**src/rtl/swb_pkg.sv**
```systemverilog
// Shared types and constants for the timed store write buffer.
// No dependencies; every other file refers to this package by scoped names.
`default_nettype none

package swb_pkg;

  localparam int ADDR_W     = 32;
  localparam int DATA_W     = 32;
  localparam int WORD_W     = ADDR_W - 2;
  localparam int LANE_W     = 4;
  localparam int DELAY_W    = 4;
  localparam int FILL_W     = 3;
  localparam int CFG_ADDR_W = 3;
  localparam int CFG_DATA_W = 32;

  typedef enum logic [1:0] {
    OP_ENQUEUE = 2'd0,
    OP_TICK    = 2'd1,
    OP_CHECK   = 2'd2
  } op_t;

  // Register select bit (paddr[2])
  localparam logic REG_FIRST_WRITE = 1'b0;
  localparam logic REG_SAME_PAGE   = 1'b1;

  localparam logic [DELAY_W-1:0] FIRST_WRITE_RST = 4'd4;
  localparam logic [DELAY_W-1:0] SAME_PAGE_RST   = 4'd2;

  typedef struct packed {
    logic empty;      // no entry pending
    logic last;       // exactly one entry pending
    logic full;       // no free entry
    logic page_same;  // head and next entry share a page
  } q_status_t;

endpackage

`default_nettype wire

```
**src/rtl/store_write_buffer_timed_core.sv**
```systemverilog
// Timed store write buffer: top level with input register, result register and config.
// Each accepted word passes through the input register, then the result register.
// Throughput: one word per cycle; a result waiting on out_stall stalls the input register.
// Reset (rst_n low, synchronous): queue empty, times zero, delays 4 and 2, no words valid.
// Depends on swb_pkg, swb_entry_queue and swb_drain_ctrl.
`default_nettype none

module store_write_buffer_timed_core #(
  parameter int FIFO_DEPTH = 4,
  parameter int PAGE_SHIFT = 10,
  parameter int TIME_WIDTH = 32
) (
  input  wire logic                                 clk,
  input  wire logic                                 rst_n,
  // input channel
  input  wire logic                                 in_valid,
  output logic                                      in_stall,
  input  wire logic [1:0]                           in_operation,
  input  wire logic [swb_pkg::ADDR_W-1:0]           in_cpu_address,
  input  wire logic [swb_pkg::ADDR_W-1:0]           in_ram_offset,
  input  wire logic [swb_pkg::DATA_W-1:0]           in_store_data,
  input  wire logic [swb_pkg::LANE_W-1:0]           in_lane_mask,
  input  wire logic                                 in_bus_grant,
  // result channel
  output logic                                      out_valid,
  input  wire logic                                 out_stall,
  output logic                                      out_ram_write_valid,
  output logic [swb_pkg::ADDR_W-1:0]                out_ram_write_offset,
  output logic [swb_pkg::DATA_W-1:0]                out_ram_write_data,
  output logic [swb_pkg::LANE_W-1:0]                out_ram_write_lanes,
  output logic                                      out_accepted,
  output logic                                      out_conflict,
  output logic [swb_pkg::FILL_W-1:0]                out_fill_level,
  // configuration port
  input  wire logic                                 psel,
  input  wire logic                                 penable,
  input  wire logic                                 pwrite,
  input  wire logic [swb_pkg::CFG_ADDR_W-1:0]       paddr,
  input  wire logic [swb_pkg::CFG_DATA_W-1:0]       pwdata,
  output logic [swb_pkg::CFG_DATA_W-1:0]            prdata,
  output logic                                      pready
);

  // ---------------------------------------------------------------------------
  // Configuration registers: 0 first write delay, 1 same page delay.
  // ---------------------------------------------------------------------------
  logic [swb_pkg::DELAY_W-1:0] first_delay_r;
  logic [swb_pkg::DELAY_W-1:0] same_delay_r;
  logic                        cfg_write;
  logic [swb_pkg::DELAY_W-1:0] cfg_read_val;

  assign pready    = 1'b1;
  assign cfg_write = psel && penable && pwrite && pready;

  always_ff @(posedge clk) begin
    if (!rst_n) begin
      first_delay_r <= swb_pkg::FIRST_WRITE_RST;
      same_delay_r  <= swb_pkg::SAME_PAGE_RST;
    end else if (cfg_write) begin
      unique case (paddr[2])
        swb_pkg::REG_FIRST_WRITE: first_delay_r <= pwdata[swb_pkg::DELAY_W-1:0];
        swb_pkg::REG_SAME_PAGE:   same_delay_r  <= pwdata[swb_pkg::DELAY_W-1:0];
        default: begin
        end
      endcase
    end
  end

  assign cfg_read_val = (paddr[2] == swb_pkg::REG_SAME_PAGE) ? same_delay_r : first_delay_r;
  assign prdata       = {{(swb_pkg::CFG_DATA_W - swb_pkg::DELAY_W){1'b0}}, cfg_read_val};

  // ---------------------------------------------------------------------------
  // Input register. Hold the word while the result register cannot take a new
  // result; otherwise advance every cycle.
  // ---------------------------------------------------------------------------
  logic                        s1_valid_r;
  swb_pkg::op_t                s1_op_r;
  logic [swb_pkg::ADDR_W-1:0]  s1_address_r;
  logic [swb_pkg::ADDR_W-1:0]  s1_offset_r;
  logic [swb_pkg::DATA_W-1:0]  s1_data_r;
  logic [swb_pkg::LANE_W-1:0]  s1_lanes_r;
  logic                        s1_grant_r;
  logic                        advance;
  logic                        step;

  logic                        out_valid_r;

  assign advance  = !out_valid_r || !out_stall;
  assign in_stall = s1_valid_r && !advance;
  assign step     = s1_valid_r && advance;

  always_ff @(posedge clk) begin
    if (!rst_n) begin
      s1_valid_r <= 1'b0;
    end else if (!in_stall) begin
      s1_valid_r <= in_valid;
    end
  end

  always_ff @(posedge clk) begin
    if (in_valid && !in_stall) begin
      s1_op_r      <= swb_pkg::op_t'(in_operation);
      s1_address_r <= in_cpu_address;
      s1_offset_r  <= in_ram_offset;
      s1_data_r    <= in_store_data;
      s1_lanes_r   <= in_lane_mask;
      s1_grant_r   <= in_bus_grant;
    end
  end

  // ---------------------------------------------------------------------------
  // Entry queue and drain timing. Enqueue and retire never share a step since
  // retire happens only on a tick.
  // ---------------------------------------------------------------------------
  swb_pkg::q_status_t          qs;
  logic                        push;
  logic                        retire;
  logic                        check_hit;
  logic [swb_pkg::ADDR_W-1:0]  head_offset;
  logic [swb_pkg::DATA_W-1:0]  head_data;
  logic [swb_pkg::LANE_W-1:0]  head_lanes;
  logic [swb_pkg::FILL_W-1:0]  fill_nxt;

  assign push = step && (s1_op_r == swb_pkg::OP_ENQUEUE) && !qs.full;

  swb_entry_queue #(
    .FIFO_DEPTH (FIFO_DEPTH),
    .PAGE_SHIFT (PAGE_SHIFT)
  ) u_queue (
    .clk          (clk),
    .rst_n        (rst_n),
    .push         (push),
    .pop          (retire),
    .push_address (s1_address_r),
    .push_offset  (s1_offset_r),
    .push_data    (s1_data_r),
    .push_lanes   (s1_lanes_r),
    .check_word   (s1_offset_r[swb_pkg::ADDR_W-1:2]),
    .check_lanes  (s1_lanes_r),
    .check_hit    (check_hit),
    .head_offset  (head_offset),
    .head_data    (head_data),
    .head_lanes   (head_lanes),
    .status       (qs),
    .fill_nxt     (fill_nxt)
  );

  swb_drain_ctrl #(
    .TIME_WIDTH (TIME_WIDTH)
  ) u_drain (
    .clk         (clk),
    .rst_n       (rst_n),
    .step        (step),
    .op          (s1_op_r),
    .grant       (s1_grant_r),
    .qs          (qs),
    .first_delay (first_delay_r),
    .same_delay  (same_delay_r),
    .retire      (retire)
  );

  // ---------------------------------------------------------------------------
  // Result register. Load on each step; zero the fields that do not apply.
  // ---------------------------------------------------------------------------
  always_ff @(posedge clk) begin
    if (!rst_n) begin
      out_valid_r <= 1'b0;
    end else if (advance) begin
      out_valid_r <= s1_valid_r;
    end
  end

  always_ff @(posedge clk) begin
    if (step) begin
      out_ram_write_valid  <= retire;
      out_ram_write_offset <= retire ? head_offset : '0;
      out_ram_write_data   <= retire ? head_data : '0;
      out_ram_write_lanes  <= retire ? head_lanes : '0;
      out_accepted         <= push;
      out_conflict         <= (s1_op_r == swb_pkg::OP_CHECK) && check_hit;
      out_fill_level       <= fill_nxt;
    end
  end

  assign out_valid = out_valid_r;

  // ---------------------------------------------------------------------------
  // Checks
  // ---------------------------------------------------------------------------
  a_retire_on_tick: assert property (@(posedge clk) disable iff (!rst_n)
    retire |-> (step && (s1_op_r == swb_pkg::OP_TICK) && !qs.empty))
    else $error("retire outside a tick or on an empty queue");

  a_no_push_when_full: assert property (@(posedge clk) disable iff (!rst_n)
    qs.full |-> !push)
    else $error("push into a full queue");

  a_retire_reported: assert property (@(posedge clk) disable iff (!rst_n)
    retire |=> (out_valid_r && out_ram_write_valid))
    else $error("retired entry not presented as a result");

  a_step_loads_result: assert property (@(posedge clk) disable iff (!rst_n)
    (out_valid_r && out_stall) |-> !step)
    else $error("result overwritten while stalled");

endmodule

`default_nettype wire

```
**src/rtl/swb_entry_queue.sv**
```systemverilog
// Shift-style entry queue: head always in slot 0, lane-positioned data,
// parallel conflict compare. Depends on swb_pkg.
`default_nettype none

module swb_entry_queue #(
  parameter int FIFO_DEPTH = 4,
  parameter int PAGE_SHIFT = 10
) (
  input  wire logic                          clk,
  input  wire logic                          rst_n,
  input  wire logic                          push,
  input  wire logic                          pop,
  input  wire logic [swb_pkg::ADDR_W-1:0]    push_address,
  input  wire logic [swb_pkg::ADDR_W-1:0]    push_offset,
  input  wire logic [swb_pkg::DATA_W-1:0]    push_data,
  input  wire logic [swb_pkg::LANE_W-1:0]    push_lanes,
  input  wire logic [swb_pkg::WORD_W-1:0]    check_word,
  input  wire logic [swb_pkg::LANE_W-1:0]    check_lanes,
  output logic                               check_hit,
  output logic [swb_pkg::ADDR_W-1:0]         head_offset,
  output logic [swb_pkg::DATA_W-1:0]         head_data,
  output logic [swb_pkg::LANE_W-1:0]         head_lanes,
  output swb_pkg::q_status_t                 status,
  output logic [swb_pkg::FILL_W-1:0]         fill_nxt
);

  localparam int CNT_W  = $clog2(FIFO_DEPTH + 1);
  localparam int IDX_W  = $clog2(FIFO_DEPTH);
  localparam int PAGE_W = swb_pkg::ADDR_W - PAGE_SHIFT;

  logic [swb_pkg::WORD_W-1:0] entry_word_r  [FIFO_DEPTH];
  logic [swb_pkg::DATA_W-1:0] entry_data_r  [FIFO_DEPTH];
  logic [swb_pkg::LANE_W-1:0] entry_lanes_r [FIFO_DEPTH];
  logic [PAGE_W-1:0]          entry_page_r  [FIFO_DEPTH];

  logic [CNT_W-1:0]        count_r, count_nxt;
  logic [CNT_W+swb_pkg::FILL_W-1:0] count_ext;
  logic [IDX_W-1:0]        tail_idx;
  logic [swb_pkg::DATA_W-1:0] shifted_data;

  assign tail_idx     = count_r[IDX_W-1:0];
  assign shifted_data = push_data << {push_address[1:0], 3'b000};

  always_comb begin
    count_nxt = count_r;
    if (push) begin
      count_nxt = count_r + CNT_W'(1);
    end else if (pop) begin
      count_nxt = count_r - CNT_W'(1);
    end
  end

  assign count_ext = {{swb_pkg::FILL_W{1'b0}}, count_nxt};
  assign fill_nxt  = count_ext[swb_pkg::FILL_W-1:0];

  always_ff @(posedge clk) begin
    if (!rst_n) begin
      count_r <= '0;
    end else begin
      count_r <= count_nxt;
    end
  end

  // Advance every slot toward the head on pop; write the tail on push.
  always_ff @(posedge clk) begin
    for (int i = 0; i < FIFO_DEPTH; i++) begin
      if (pop && (i < FIFO_DEPTH - 1)) begin
        entry_word_r[i]  <= entry_word_r[i+1];
        entry_data_r[i]  <= entry_data_r[i+1];
        entry_lanes_r[i] <= entry_lanes_r[i+1];
        entry_page_r[i]  <= entry_page_r[i+1];
      end else if (push && (tail_idx == IDX_W'(i))) begin
        entry_word_r[i]  <= push_offset[swb_pkg::ADDR_W-1:2];
        entry_data_r[i]  <= shifted_data;
        entry_lanes_r[i] <= push_lanes;
        entry_page_r[i]  <= push_address[swb_pkg::ADDR_W-1:PAGE_SHIFT];
      end
    end
  end

  always_comb begin
    check_hit = 1'b0;
    for (int i = 0; i < FIFO_DEPTH; i++) begin
      if ((CNT_W'(i) < count_r) && (entry_word_r[i] == check_word) &&
          ((entry_lanes_r[i] & check_lanes) != '0)) begin
        check_hit = 1'b1;
      end
    end
  end

  assign head_offset = {entry_word_r[0], 2'b00};
  assign head_data   = entry_data_r[0];
  assign head_lanes  = entry_lanes_r[0];

  assign status.empty     = (count_r == '0);
  assign status.last      = (count_r == CNT_W'(1));
  assign status.full      = (count_r == CNT_W'(FIFO_DEPTH));
  assign status.page_same = (entry_page_r[0] == entry_page_r[1]);

endmodule

`default_nettype wire

```
**src/rtl/swb_drain_ctrl.sv**
```systemverilog
// Drain timing: cycle counter, bus request, completion time and retire decision.
// Depends on swb_pkg.
`default_nettype none

module swb_drain_ctrl #(
  parameter int TIME_WIDTH = 32
) (
  input  wire logic                         clk,
  input  wire logic                         rst_n,
  input  wire logic                         step,
  input  wire swb_pkg::op_t                 op,
  input  wire logic                         grant,
  input  wire swb_pkg::q_status_t           qs,
  input  wire logic [swb_pkg::DELAY_W-1:0]  first_delay,
  input  wire logic [swb_pkg::DELAY_W-1:0]  same_delay,
  output logic                              retire
);

  logic [TIME_WIDTH-1:0]       cyc_r, cyc_nxt;
  logic [TIME_WIDTH-1:0]       ready_r, ready_nxt;
  logic [TIME_WIDTH-1:0]       comp_r, comp_nxt;
  logic [swb_pkg::DELAY_W-1:0] delay_r, delay_nxt;
  logic                        sched_r, sched_nxt;

  logic [TIME_WIDTH-1:0]       cyc_inc;
  logic [TIME_WIDTH-1:0]       comp_try;
  logic                        sched_try;
  logic [swb_pkg::DELAY_W-1:0] next_delay;

  assign cyc_inc    = cyc_r + TIME_WIDTH'(1);
  assign next_delay = qs.page_same ? same_delay : first_delay;

  always_comb begin
    cyc_nxt   = cyc_r;
    ready_nxt = ready_r;
    comp_nxt  = comp_r;
    delay_nxt = delay_r;
    sched_nxt = sched_r;
    comp_try  = comp_r;
    sched_try = sched_r;
    retire    = 1'b0;
    if (step) begin
      unique case (op)
        swb_pkg::OP_ENQUEUE: begin
          // First entry: request the bus right away
          if (qs.empty) begin
            ready_nxt = cyc_r;
            delay_nxt = first_delay;
            if (grant) begin
              comp_nxt  = cyc_r + TIME_WIDTH'(first_delay);
              sched_nxt = 1'b1;
            end else begin
              comp_nxt  = '0;
              sched_nxt = 1'b0;
            end
          end
        end
        swb_pkg::OP_TICK: begin
          cyc_nxt = cyc_inc;
          if (!qs.empty && !sched_r) begin
            if (grant) begin
              comp_try  = ready_r + TIME_WIDTH'(delay_r);
              sched_try = 1'b1;
            end else begin
              ready_nxt = cyc_inc;
            end
          end
          comp_nxt  = comp_try;
          sched_nxt = sched_try;
          if (!qs.empty && sched_try && (comp_try <= cyc_inc)) begin
            retire = 1'b1;
            if (qs.last) begin
              ready_nxt = '0;
              delay_nxt = first_delay;
              comp_nxt  = '0;
              sched_nxt = 1'b0;
            end else begin
              delay_nxt = next_delay;
              if (grant) begin
                ready_nxt = comp_try;
                comp_nxt  = comp_try + TIME_WIDTH'(next_delay);
                sched_nxt = 1'b1;
              end else begin
                ready_nxt = cyc_inc;
                comp_nxt  = '0;
                sched_nxt = 1'b0;
              end
            end
          end
        end
        default: begin
        end
      endcase
    end
  end

  always_ff @(posedge clk) begin
    if (!rst_n) begin
      cyc_r   <= '0;
      ready_r <= '0;
      comp_r  <= '0;
      delay_r <= swb_pkg::FIRST_WRITE_RST;
      sched_r <= 1'b0;
    end else begin
      cyc_r   <= cyc_nxt;
      ready_r <= ready_nxt;
      comp_r  <= comp_nxt;
      delay_r <= delay_nxt;
      sched_r <= sched_nxt;
    end
  end

endmodule

`default_nettype wire

```
**config.mk**
```make
export PLATFORM = sky130hd
export DESIGN_NAME = store_write_buffer_timed_core
export DESIGN_NICKNAME = d
export VERILOG_FILES = /design/src/rtl/swb_pkg.sv /design/src/rtl/store_write_buffer_timed_core.sv /design/src/rtl/swb_entry_queue.sv /design/src/rtl/swb_drain_ctrl.sv
export SDC_FILE = /design/constraint.sdc
export NUM_CORES = 1
export LEC_CHECK = 0
export BUFFER_PORTS_ARGS = -buffer_cell sky130_fd_sc_hd__buf_2
export CAP_MARGIN = 20
export CORE_ASPECT_RATIO = 1.1
export CORE_MARGIN = 2
export CORE_UTILIZATION = 40
export CTS_CLUSTER_SIZE = 24
export DETAILED_ROUTE_END_ITERATION = 8
export GPL_ROUTABILITY_DRIVEN = 0
export GPL_TIMING_DRIVEN = 0
export PLACE_DENSITY_LB_ADDON = 0.1
export SLEW_MARGIN = 20
export SYNTH_ARGS = -nofsm -noshare
export SYNTH_HDL_FRONTEND = slang
export SYNTH_SLANG_ARGS = --single-unit
```
**constraint.sdc**
```tcl
create_clock -name clk -period 13.2 [get_ports clk]
set_clock_uncertainty 0.1 [all_clocks]
set_input_delay 2.64 -clock clk [delete_from_list [all_inputs] [get_ports clk]]
set_output_delay 2.64 -clock clk [all_outputs]
set_load 0.03 [all_outputs]
```
# == Word level (Yosys, flattened, before mapping) ==
# Memory sizes are Yosys's and may differ from the RTL's. A register that Yosys moved wholly into a read port is not among the register bits.
# Cells that the tools add are included.
# word_totals
reg_bits,259
latchBits,0
mem_bits_rw,352
mem_bits_ro,0
memories,4
# classes
add_sub_neg,6
multipliers,0
div_mod_pow,0
order_cmp,5
n_eq_ne,16
n_shift,1
muxes,78
bitwise_logic,17
n_reduce_logical,50
# memory_table
name,depth,word_bits,read_ports,rd_clocked_by_memory_dff,wr,line_no,text
u_queue.entry_data_r,4,32,4,1,3,swb_entry_queue.sv:32,logic [swb_pkg::DATA_W-1:0] entry_data_r [FIFO_DEPTH];
u_queue.entry_word_r,4,30,4,0,3,swb_entry_queue.sv:31,logic [swb_pkg::WORD_W-1:0] entry_word_r [FIFO_DEPTH];
u_queue.entry_page_r,4,22,4,0,3,swb_entry_queue.sv:34,logic [PAGE_W-1:0] entry_page_r [FIFO_DEPTH];
u_queue.entry_lanes_r,4,4,4,0,3,swb_entry_queue.sv:33,logic [swb_pkg::LANE_W-1:0] entry_lanes_r [FIFO_DEPTH];
# ops
operator,n
32-bit two-way mux,19
32-bit case mux with 2 select lines,2
30-bit == test,4
30-bit two-way mux,4
32-bit by 4-bit adder with 32-bit output,3
22-bit two-way mux,4
4-bit two-way mux,9
"32-bit by 1-bit adder with 32-bit output, second input constant",1
32-bit less-or-equal comparator,1
1-bit two-way mux,32
32-bit OR reduction,1
32-bit by 5-bit left shift with 32-bit output,1
30-bit OR reduction,1
1-bit logical AND,23
22-bit == test,1
22-bit OR reduction,1
4-bit AND,4
4-bit nonzero test,4
1-bit OR,12
1-bit logical NOT,8
2-bit two-way mux,4
4-bit case mux with 2 select lines,1
"2-bit == test, second input constant",3
"1-bit by 3-bit less-than comparator with 1-bit output, first input constant",2
21 further kinds,28

# == Longest topological paths before layout ==
# Gate-level depths: netlist of run 1.
# logic_depth
depth_word,15
depth_mapped,23

# == By module ==
# From an unflattened synthesis of run 1, not the netlist that was laid out.
# hier_totals
hier_cells,2765
area_unflattened_um2,31980.7
# modules_own_cells
module,n_inst,cells_each,area_each_um2,seq_area_each_um2
swb_entry_queue,1,1127,16186.8,10630.2
swb_drain_ctrl,1,1307,9330.2,2021.9
store_write_buffer_timed_core,1,331,6463.7,5515.3

# == Least setup slack after synthesis of run 1 ==
# Ideal clock, no wire load.
# synth_path
path_kind,input -> register
from,input out_stall
to,memory u_queue.entry_data_r[1][0] (netlist bit) (enable)
arrival_ps,10940
path_slack_ps,1503
cell_stages,6
n_path_buf,1
path_cell_list,nand2_1 nand2_1 inv_1 nand2_1 clkbuf_1 o21ai_0
# synth_rtl
element,line_no,text
"start, declared",store_write_buffer_timed_core.sv:26,"input wire logic out_stall,"
"end, declared",swb_entry_queue.sv:32,

# == Worst setup path after layout of run 1 ==
# layout_path
from,register u_drain.ready_r[0]
to,register out_ram_write_data[15] (netlist bit) (read register of u_queue.entry_data_r) (data pin)
# layout_between
elab_chain_len,11
# layout_lines
element,line_no,text
"start, declared",swb_drain_ctrl.sv:20,"logic [TIME_WIDTH-1:0] ready_r, ready_nxt;"
"start signal, assigned",swb_drain_ctrl.sv:106,ready_r <= ready_nxt;
32-bit by 4-bit adder with 32-bit output,swb_drain_ctrl.sv:62,comp_try = ready_r + TIME_WIDTH'(delay_r);
32-bit two-way mux,swb_drain_ctrl.sv:61,if (grant) begin
32-bit two-way mux,swb_drain_ctrl.sv:60,if (!qs.empty && !sched_r) begin
32-bit two-way mux,swb_drain_ctrl.sv:43,unique case (op)
32-bit two-way mux,swb_drain_ctrl.sv:42,if (step) begin
32-bit less-or-equal comparator,swb_drain_ctrl.sv:70,if (!qs.empty && sched_try && (comp_try <= cyc_inc)) begin
1-bit logical AND,swb_drain_ctrl.sv:70,
1-bit two-way mux,swb_drain_ctrl.sv:70,
1-bit two-way mux,swb_drain_ctrl.sv:43,
1-bit two-way mux,swb_drain_ctrl.sv:42,
1-bit logical NOT (no line),-,
"end, declared",store_write_buffer_timed_core.sv:29,"output logic [swb_pkg::DATA_W-1:0] out_ram_write_data,"
# No other way between the ends. The select of a mux whose other input is x is not followed.
# A chain may end at the register's enable or synchronous reset.

==> impl_metrics.toml, run 1 <==
[job]
maxCapViolations = 0

[setup_path]
worstPathCellList = "ha_1 -> inv_1 -> fa_1 -> nand2b_1 -> a21o_1 -> buf_4 -> or4_4 -> nor2_1 -> xnor2_1 -> o21ai_0 -> ha_1 -> o21a_1 -> a2111oi_0 -> a211o_1 -> nand3_1 -> nor2_1 -> clkbuf_1 -> clkbuf_1 -> and2_1"
cp-start-kind = "flop"
critical-path-slowest-cell = "nor2_1"
cp_data_required_time_ps = 13560
slowest_delay_ps = 870
cp-end-kind = "flop"
crit_arrival_ps = 8460
crit_type = "reg -> reg"
r2r_slack_ps = 5090
path_max_fanout = 10

[timing]
relSlewSlack = 0.232
fmaxAchievable_ghz = 0.123
timing.final.ws_setup_ps = 5090
rsz0062_at_grt = "no"
worst_pin_slew_ps = 1140
final-hold-violation-count = 0
fin_crit_ps = 8110
fin_crit_sh = 0.614
tns_ps = 0
setup_violations = 0
final-max-slew-violation-count = 0

[yosys]
synthSimpleGateAreaFrac = 0.148
synth_adder_area_share = 0.0217
synth_top_area_frac = 0.492
yosysUniqueCellTypes = 90
syn_area_um2 = 31600
syn_avg_cell_area_um2 = 11.2
ys_top_cells_by_count = "edfxtp_1, nand2_1, o21ai_0, xnor2_1, clkbuf_1"
synth_cells = 2824
yosysMostFrequentCell = "edfxtp_1"
synth_seq_cells = 631
ys_seq_area_frac = 0.564
async_reset_ff_frac = 0
synth-compound-area-share = 0.0990
yosys.area.top_type = "edfxtp_1"
yosysWarnings = 0
synthFlopType = "edfxtp_1"
synth.area.mux_share = 0.0654
synthXorXnorAreaFrac = 0.0657
synth_area_leaders = "edfxtp_1, dfxtp_1, mux2_2, nand2_1, xnor2_1"
synth_top_family_by_area = "simple AND/OR/NAND/NOR gates"
synth_edf_count = 517

[pwr]
power.switching_mw = 1.09
ir_worst_vdd_uv = 92.2
leakagePower_nw = 13.2
clkPwrFrac = 0.431
netSwitchingFraction = 0.243
totalPowerFinal_mw = 4.51
pwr_density_cell_nw_per_um2 = 123
seqPwrFrac = 0.495
combPwrFrac = 0.075
intPower_mw = 3.41

[detailed_routing]
drt-initial-drc-count = 1917
routed_via_density = 5.53
firstDrtPassIters = 8
wl_per_cell_um = 23.3
totalWireLength_um = 98400
route.vias.total = 23347
drc = 0
postRouteAntennaNets = 0

[clock_tree]
root_buffer = "clkbuf_16"
postCtsSetupRepairBufs = 0
clock-sinks = 631
tritoncts = "yes"
cts_hold_buf = 0
clk_pin_slew_ps = 60
insertion_delay_ps = 630
htreeDepth = 3
clock_path_buffers = 3
cts_resized = 0
cts_made_buffers = 71

[floorplanning]
core_area_um2 = 78500
initial_core_util = 0.402
fp-row-count = 108
design.die.area_um2 = 81200
io-pin-count = 254
die_x_um = 272
die_h_um = 299

[placed_design]
hpwlAfterDp_um = 74900
port_buffers = 181
place_area_um2 = 34400
dpl_worst_slack_ps = 5120

[layout]
multi_input_comb_area_um2 = 12800
regArea_um2 = 17800
nFillCells = 7289
diodes = 0
stdcell_area_um2 = 36600
syn2layout_area_growth_pct = 15.9
drive_above_1_share = 0.167
finalNetCount = 3321

[hold_path]
holdCritPathClass = "reg -> reg"

[global_routing]
grt_max_degree = 68
grt_pass1_vias = 23203
grt_util_all_layers = 0.240
antenna_found_initial = 3
gr-total-overflow = 0
grt_first_pass_wirelength_um = 146000

[status]
status = "complete, no violations"
[layout make-up]
class                      count  area share
multi-input combinational   1954       0.349
tap                         1045      0.0357
inverter                      48     0.00513
clock inverter                33     0.00875
timing repair buffer         197      0.0359
sequential                   631       0.486
buffer                       220      0.0261
clock buffer                  91      0.0526
[layer usage]
metal | vias up | global-route usage | routed length, um | part of all wire
li1 | 10790 | - | - | -
met1 | 11369 | 0.289 | 38000 | 0.39
met2 | 921 | 0.412 | 48400 | 0.49
met3 | 263 | 0.0366 | 5980 | 0.061
met4 | 4 | 0.131 | 5970 | 0.061
met5 | - | 0 | 23 | 0.00023
[power by group through the flow]
stage	Clock, mW	Sequential (mW)	Combinational, mW
after floorplan	0	2.27	0.194
after global placement	0	2.27	0.321
after detailed placement	0	2.27	0.331
after CTS	1.98	2.23	0.333
after global routing	2.06	2.23	0.363
final	1.94	2.23	0.336
[state kept, by name, indices dropped and copies added, names as in the netlist, 2 cells and up]
signal / cells
s1_offset_r: 30
s1_op_r: 2
u_queue.entry_data_r: 128
s1_lanes_r: 4
u_queue.entry_word_r: 120
s1_address_r: 24
same_delay_r: 4
u_drain.cyc_r: 32
u_drain.ready_r: 32
u_queue.count_r: 3
out_fill_level: 3
out_ram_write_data: 32
out_ram_write_lanes: 4
out_ram_write_offset: 30
u_queue.entry_page_r: 88
u_queue.entry_lanes_r: 16
s1_data_r: 32
first_delay_r: 4
u_drain.delay_r: 4
u_drain.comp_r: 32
[worst max-delay path: cells and delay by family, from the launching register on]
kind	cells	cell delay (ps)
simple gates	6	2650
compound gates	5	2140
buf+inv	4	1450
fa+ha+maj	3	1060
flops	1	430
xor+xnor	1	80
[logic make-up after synthesis]
| logic type | Yosys count |
|---|---|
| xor gates and xnor gates | 237 |
| and+or+nand+nor | 956 |
| muxes | 187 |
| DFF | 631 |
| buffers and inverters | 268 |
| other | 2 |
| adders and majority gates | 53 |
| AOI/OAI and AO/OA | 490 |
[final timing paths]
check,depth (start not counted),end,start
max,19,out_ram_write_data[15]$_SDFFCE_PN0P_,u_drain.ready_r[0]$_SDFFE_PN0P_
max reg2reg,19,out_ram_write_data[15]$_SDFFCE_PN0P_,u_drain.ready_r[0]$_SDFFE_PN0P_
min reg2reg,0,u_queue.entry_word_r[3][12]$_DFFE_PP_,s1_offset_r[14]$_DFFE_PP_
min,0,u_queue.entry_word_r[3][12]$_DFFE_PP_,s1_offset_r[14]$_DFFE_PP_
[per-stage QoR]
step | instances | hold slack, ps | util
final | 4219 | 347 | 0.466
after global routing | 4219 | 352 | 0.466
after CTS | 4219 | 349 | 0.466
after detailed placement | 4095 | 335 | 0.438
after global placement | 4079 | 333 | 0.432
after floorplan | 2853 | 324 | -
[cells in the final DEF, fill, tap and decap left out, drive strengths merged, types with 15 or more instances in the layout]
cell type  Yosys  final
nor3          33     33
inv           47     51
nor2b         25     25
a21o          15     15
xor2          68     68
and3          27     27
o211ai        16     16
nand4         59     59
nand3         58     58
buf           55    252
a211oi        19     19
a21boi        19     19
mux2         154    154
a21oi         87     87
edfxtp       517    517
a31oi         44     44
ha            50     50
o21ai        182    182
conb           2     31
clkinv         1     24
mux2i         33     33
or3           29     29
and2         103    103
nor4          33     33
dfxtp        114    114
nor2         115    115
nand2        421    421
xnor2        169    169
clkbuf       165    256
No activity file was read; power rests on OpenSTA's default activity.
==> inputs of run 2 (changes only) <==
--- a/config.mk
+++ b/config.mk
@@ -5,6 +5,7 @@
 export SDC_FILE = /design/constraint.sdc
 export NUM_CORES = 1
 export LEC_CHECK = 0
+export ABC_AREA = 1
 export BUFFER_PORTS_ARGS = -buffer_cell sky130_fd_sc_hd__buf_2
 export CAP_MARGIN = 20
 export CORE_ASPECT_RATIO = 1.1
==> constraint.sdc (replaced) <==
create_clock -name clk -period 7.3 [get_ports clk]
set_clock_uncertainty 0.1 [all_clocks]
set_input_delay 1.46 -clock clk [delete_from_list [all_inputs] [get_ports clk]]
set_output_delay 1.46 -clock clk [all_outputs]
set_load 0.03 [all_outputs]
==> run 2 against run 1 <==
Non-clock buffer count shrank 50. Critical path depth grew 8. Global-route usage grew 1.7 points. Setup slack lost 4500 ps. Via count grew 13%. Count of clock-buffer cells in the layout shrank 3. Final area grew 1.3%. Maximum frequency grew 21%. Register-to-register slack lost 4500 ps. Synthesized area grew 1.5%. Critical path type unchanged. Wire length grew 7.9%. Worst hold slack gained 2.5 ps.
==> impl_metrics.toml, run 2 <==
[status]
status = "complete, no violations"

[timing]
final-hold-violation-count = 0
worst_pin_slew_ps = 1080
fin_crit_sh = 0.915
fmaxAchievable_ghz = 0.150
fin_crit_ps = 6680
setup_violations = 0
rsz0062_at_grt = "no"
relSlewSlack = 0.279
final-max-slew-violation-count = 0

[yosys]
synthXorXnorAreaFrac = 0.0216
synth_cells = 3633
synth_adder_area_share = 0.0214
synth_edf_count = 517
yosysWarnings = 0
synth_area_leaders = "edfxtp_1, nand2_1, dfxtp_1, o21ai_0, inv_1"
synthFlopType = "edfxtp_1"
ys_seq_area_frac = 0.555
syn_avg_cell_area_um2 = 8.82
ys_top_cells_by_count = "nand2_1, edfxtp_1, inv_1, o21ai_0, nor2_1"
async_reset_ff_frac = 0
synth.area.mux_share = 0.00156
synth-compound-area-share = 0.115
yosysMostFrequentCell = "nand2_1"
synth_top_area_frac = 0.484
yosysUniqueCellTypes = 60
synth_seq_cells = 631
yosys.area.top_type = "edfxtp_1"
synthSimpleGateAreaFrac = 0.209
synth_top_family_by_area = "simple AND/OR/NAND/NOR gates"
syn_area_um2 = 32100

[job]
maxCapViolations = 0

[detailed_routing]
drc = 0
drt-initial-drc-count = 2890
route.vias.total = 26310
postRouteAntennaNets = 0
firstDrtPassIters = 5
totalWireLength_um = 106000
wl_per_cell_um = 21.1
routed_via_density = 5.23

[floorplanning]
die_h_um = 301
fp-row-count = 108
design.die.area_um2 = 82400
io-pin-count = 254
initial_core_util = 0.405
core_area_um2 = 79200
die_x_um = 274

[hold_path]
hold_start = "s1_address_r[19]$_DFFE_PP_"
min_to = "u_queue.entry_page_r[3][9]$_DFFE_PP_"
holdCritPathClass = "reg -> reg"
worstHoldPathCells = 0

[layout]
largest-register = "u_queue.entry_data_r"
layout_commonest_cell = "nand2_1"
drive_above_1_share = 0.114
diodes = 0
largest_reg_flops = 128
nFillCells = 7814
syn2layout_area_growth_pct = 15.7
layout.cells.non_filler = 5030
finalNetCount = 4127
top_regs = "u_queue.entry_data_r: 128 flops, u_queue.entry_word_r: 120 flops, u_queue.entry_page_r: 88 flops"
layout_common_cells = "nand2_1, edfxtp_1, inv_1, o21ai_0, nor2_1"

[setup_path]
cp-end-kind = "flop"
crit_arrival_ps = 6940
regToRegStartpoint = "u_drain.cyc_r[1]$_SDFFE_PN0P_"
path_max_fanout = 40
r2r_slack_ps = 620
cp_data_required_time_ps = 7560
r2r_end = "u_queue.entry_word_r[1][0]$_DFFE_PP_"
r2r_cells = 27
crit_type = "reg -> reg"
cp-start-kind = "flop"

[global_routing]
grt_pass1_vias = 25066
grt_first_pass_wirelength_um = 158000
gr-total-overflow = 0
antenna_found_initial = 0
grt_util_all_layers = 0.257
grt_max_degree = 64

[clock_tree]
cts_hold_buf = 0
clock_path_buffers = 3
htreeDepth = 3
clk_pin_slew_ps = 60
insertion_delay_ps = 640
root_buffer = "clkbuf_16"
cts_made_buffers = 72
postCtsSetupRepairBufs = 0
clock-sinks = 631
tritoncts = "yes"

[pwr]
leakagePower_nw = 15.2
ir_worst_vdd_uv = 152
pwr_density_cell_nw_per_um2 = 226
totalPowerFinal_mw = 8.37

[placed_design]
port_buffers = 181
hpwlAfterDp_um = 79400
dp_cells = 4900
## run 2: cell type report
cell class	instances	area [um2]	share of cell area
sequential	631	17800	0.480
multi-input combinational	2437	12000	0.323
clock buffer	88	1880	0.0508
inverter	420	1590	0.0429
tap	1045	1310	0.0353
timing repair buffer	193	1210	0.0325
buffer	174	823	0.0222
clock inverter	42	477	0.0129
## run 2: cell families after synthesis
family / after synthesis
compound gates: 675
flops: 631
simple gates: 1594
other cells: 2
buf+inv: 594
mux: 5
fa+ha+maj: 53
xor+xnor: 79
## run 2: stage by stage
step / util / hold slack [ps] / instance area (um2) / setup TNS [ps] / setup slack, ps
after floorplan: - / 324 / 32200 / 0 / 715
after global placement: 0.434 / 329 / 34400 / -726190 / -2970
after detailed placement: 0.438 / 337 / 34700 / 0 / 424
after CTS: 0.468 / 347 / 37100 / 0 / 397
after global routing: 0.468 / 365 / 37100 / 0 / 137
final: 0.468 / 349 / 37100 / 0 / 620
## run 2: critical path: stages, from the launching register on
cell and delay (ps):
dfxtp_1 450, ha_1 230, nand2_1 70, nor2_2 290, nand3_1 170, nor2_1 430, inv_1 120, nor3_1 150
nand2_1 100, inv_2 90, nand4_1 100, xor2_1 440, ha_1 220, nand2_1 60, nor2_1 130, nand2_1 120
nor4b_2 430, nand2_1 100, nand2_1 70, nand2_1 100, nand2_2 200, inv_1 230, nand2_2 290, buf_2 430
buf_2 430, nand2_4 300, buf_12 280, buf_16 220
## run 2: worst max-delay path by stage
stage	from	end	slack, ps	cells past startpoint
after floorplan	out_stall	out_fill_level[2]$_DFFE_PP_	710	10
after global placement	out_stall	out_fill_level[2]$_DFFE_PP_	-2970	11
after detailed placement	u_drain.cyc_r[1]$_SDFFE_PN0P_	u_queue.entry_word_r[1][11]$_DFFE_PP_	420	27
after CTS	u_drain.cyc_r[1]$_SDFFE_PN0P_	u_queue.entry_word_r[1][28]$_DFFE_PP_	400	27
after global routing	u_drain.cyc_r[1]$_SDFFE_PN0P_	u_queue.entry_word_r[1][11]$_DFFE_PP_	140	27
final	u_drain.cyc_r[1]$_SDFFE_PN0P_	u_queue.entry_word_r[1][0]$_DFFE_PP_	620	27
## run 2: timing repair
| item | in CTS | in global routing |
|---|---|---|
| setup endpoints to repair | 0 | 40 |
| resized for setup | 0 | 1 |
| hold endpoints to repair | 0 | 0 |
## run 2: power by group
part           total (mW)  internal, mW  switching (mW)
Clock                3.67          2.08            1.59
Combinational       0.663         0.190           0.473
Sequential           4.04          3.97          0.0711
Total                8.37          6.24            2.13
## run 2: per-layer routing
metal / global-route usage / routed length [um]
met1: 0.370 / 47900
met2: 0.399 / 47200
met3: 0.0374 / 8000
met4: 0.0793 / 3050
met5: 0 / 0
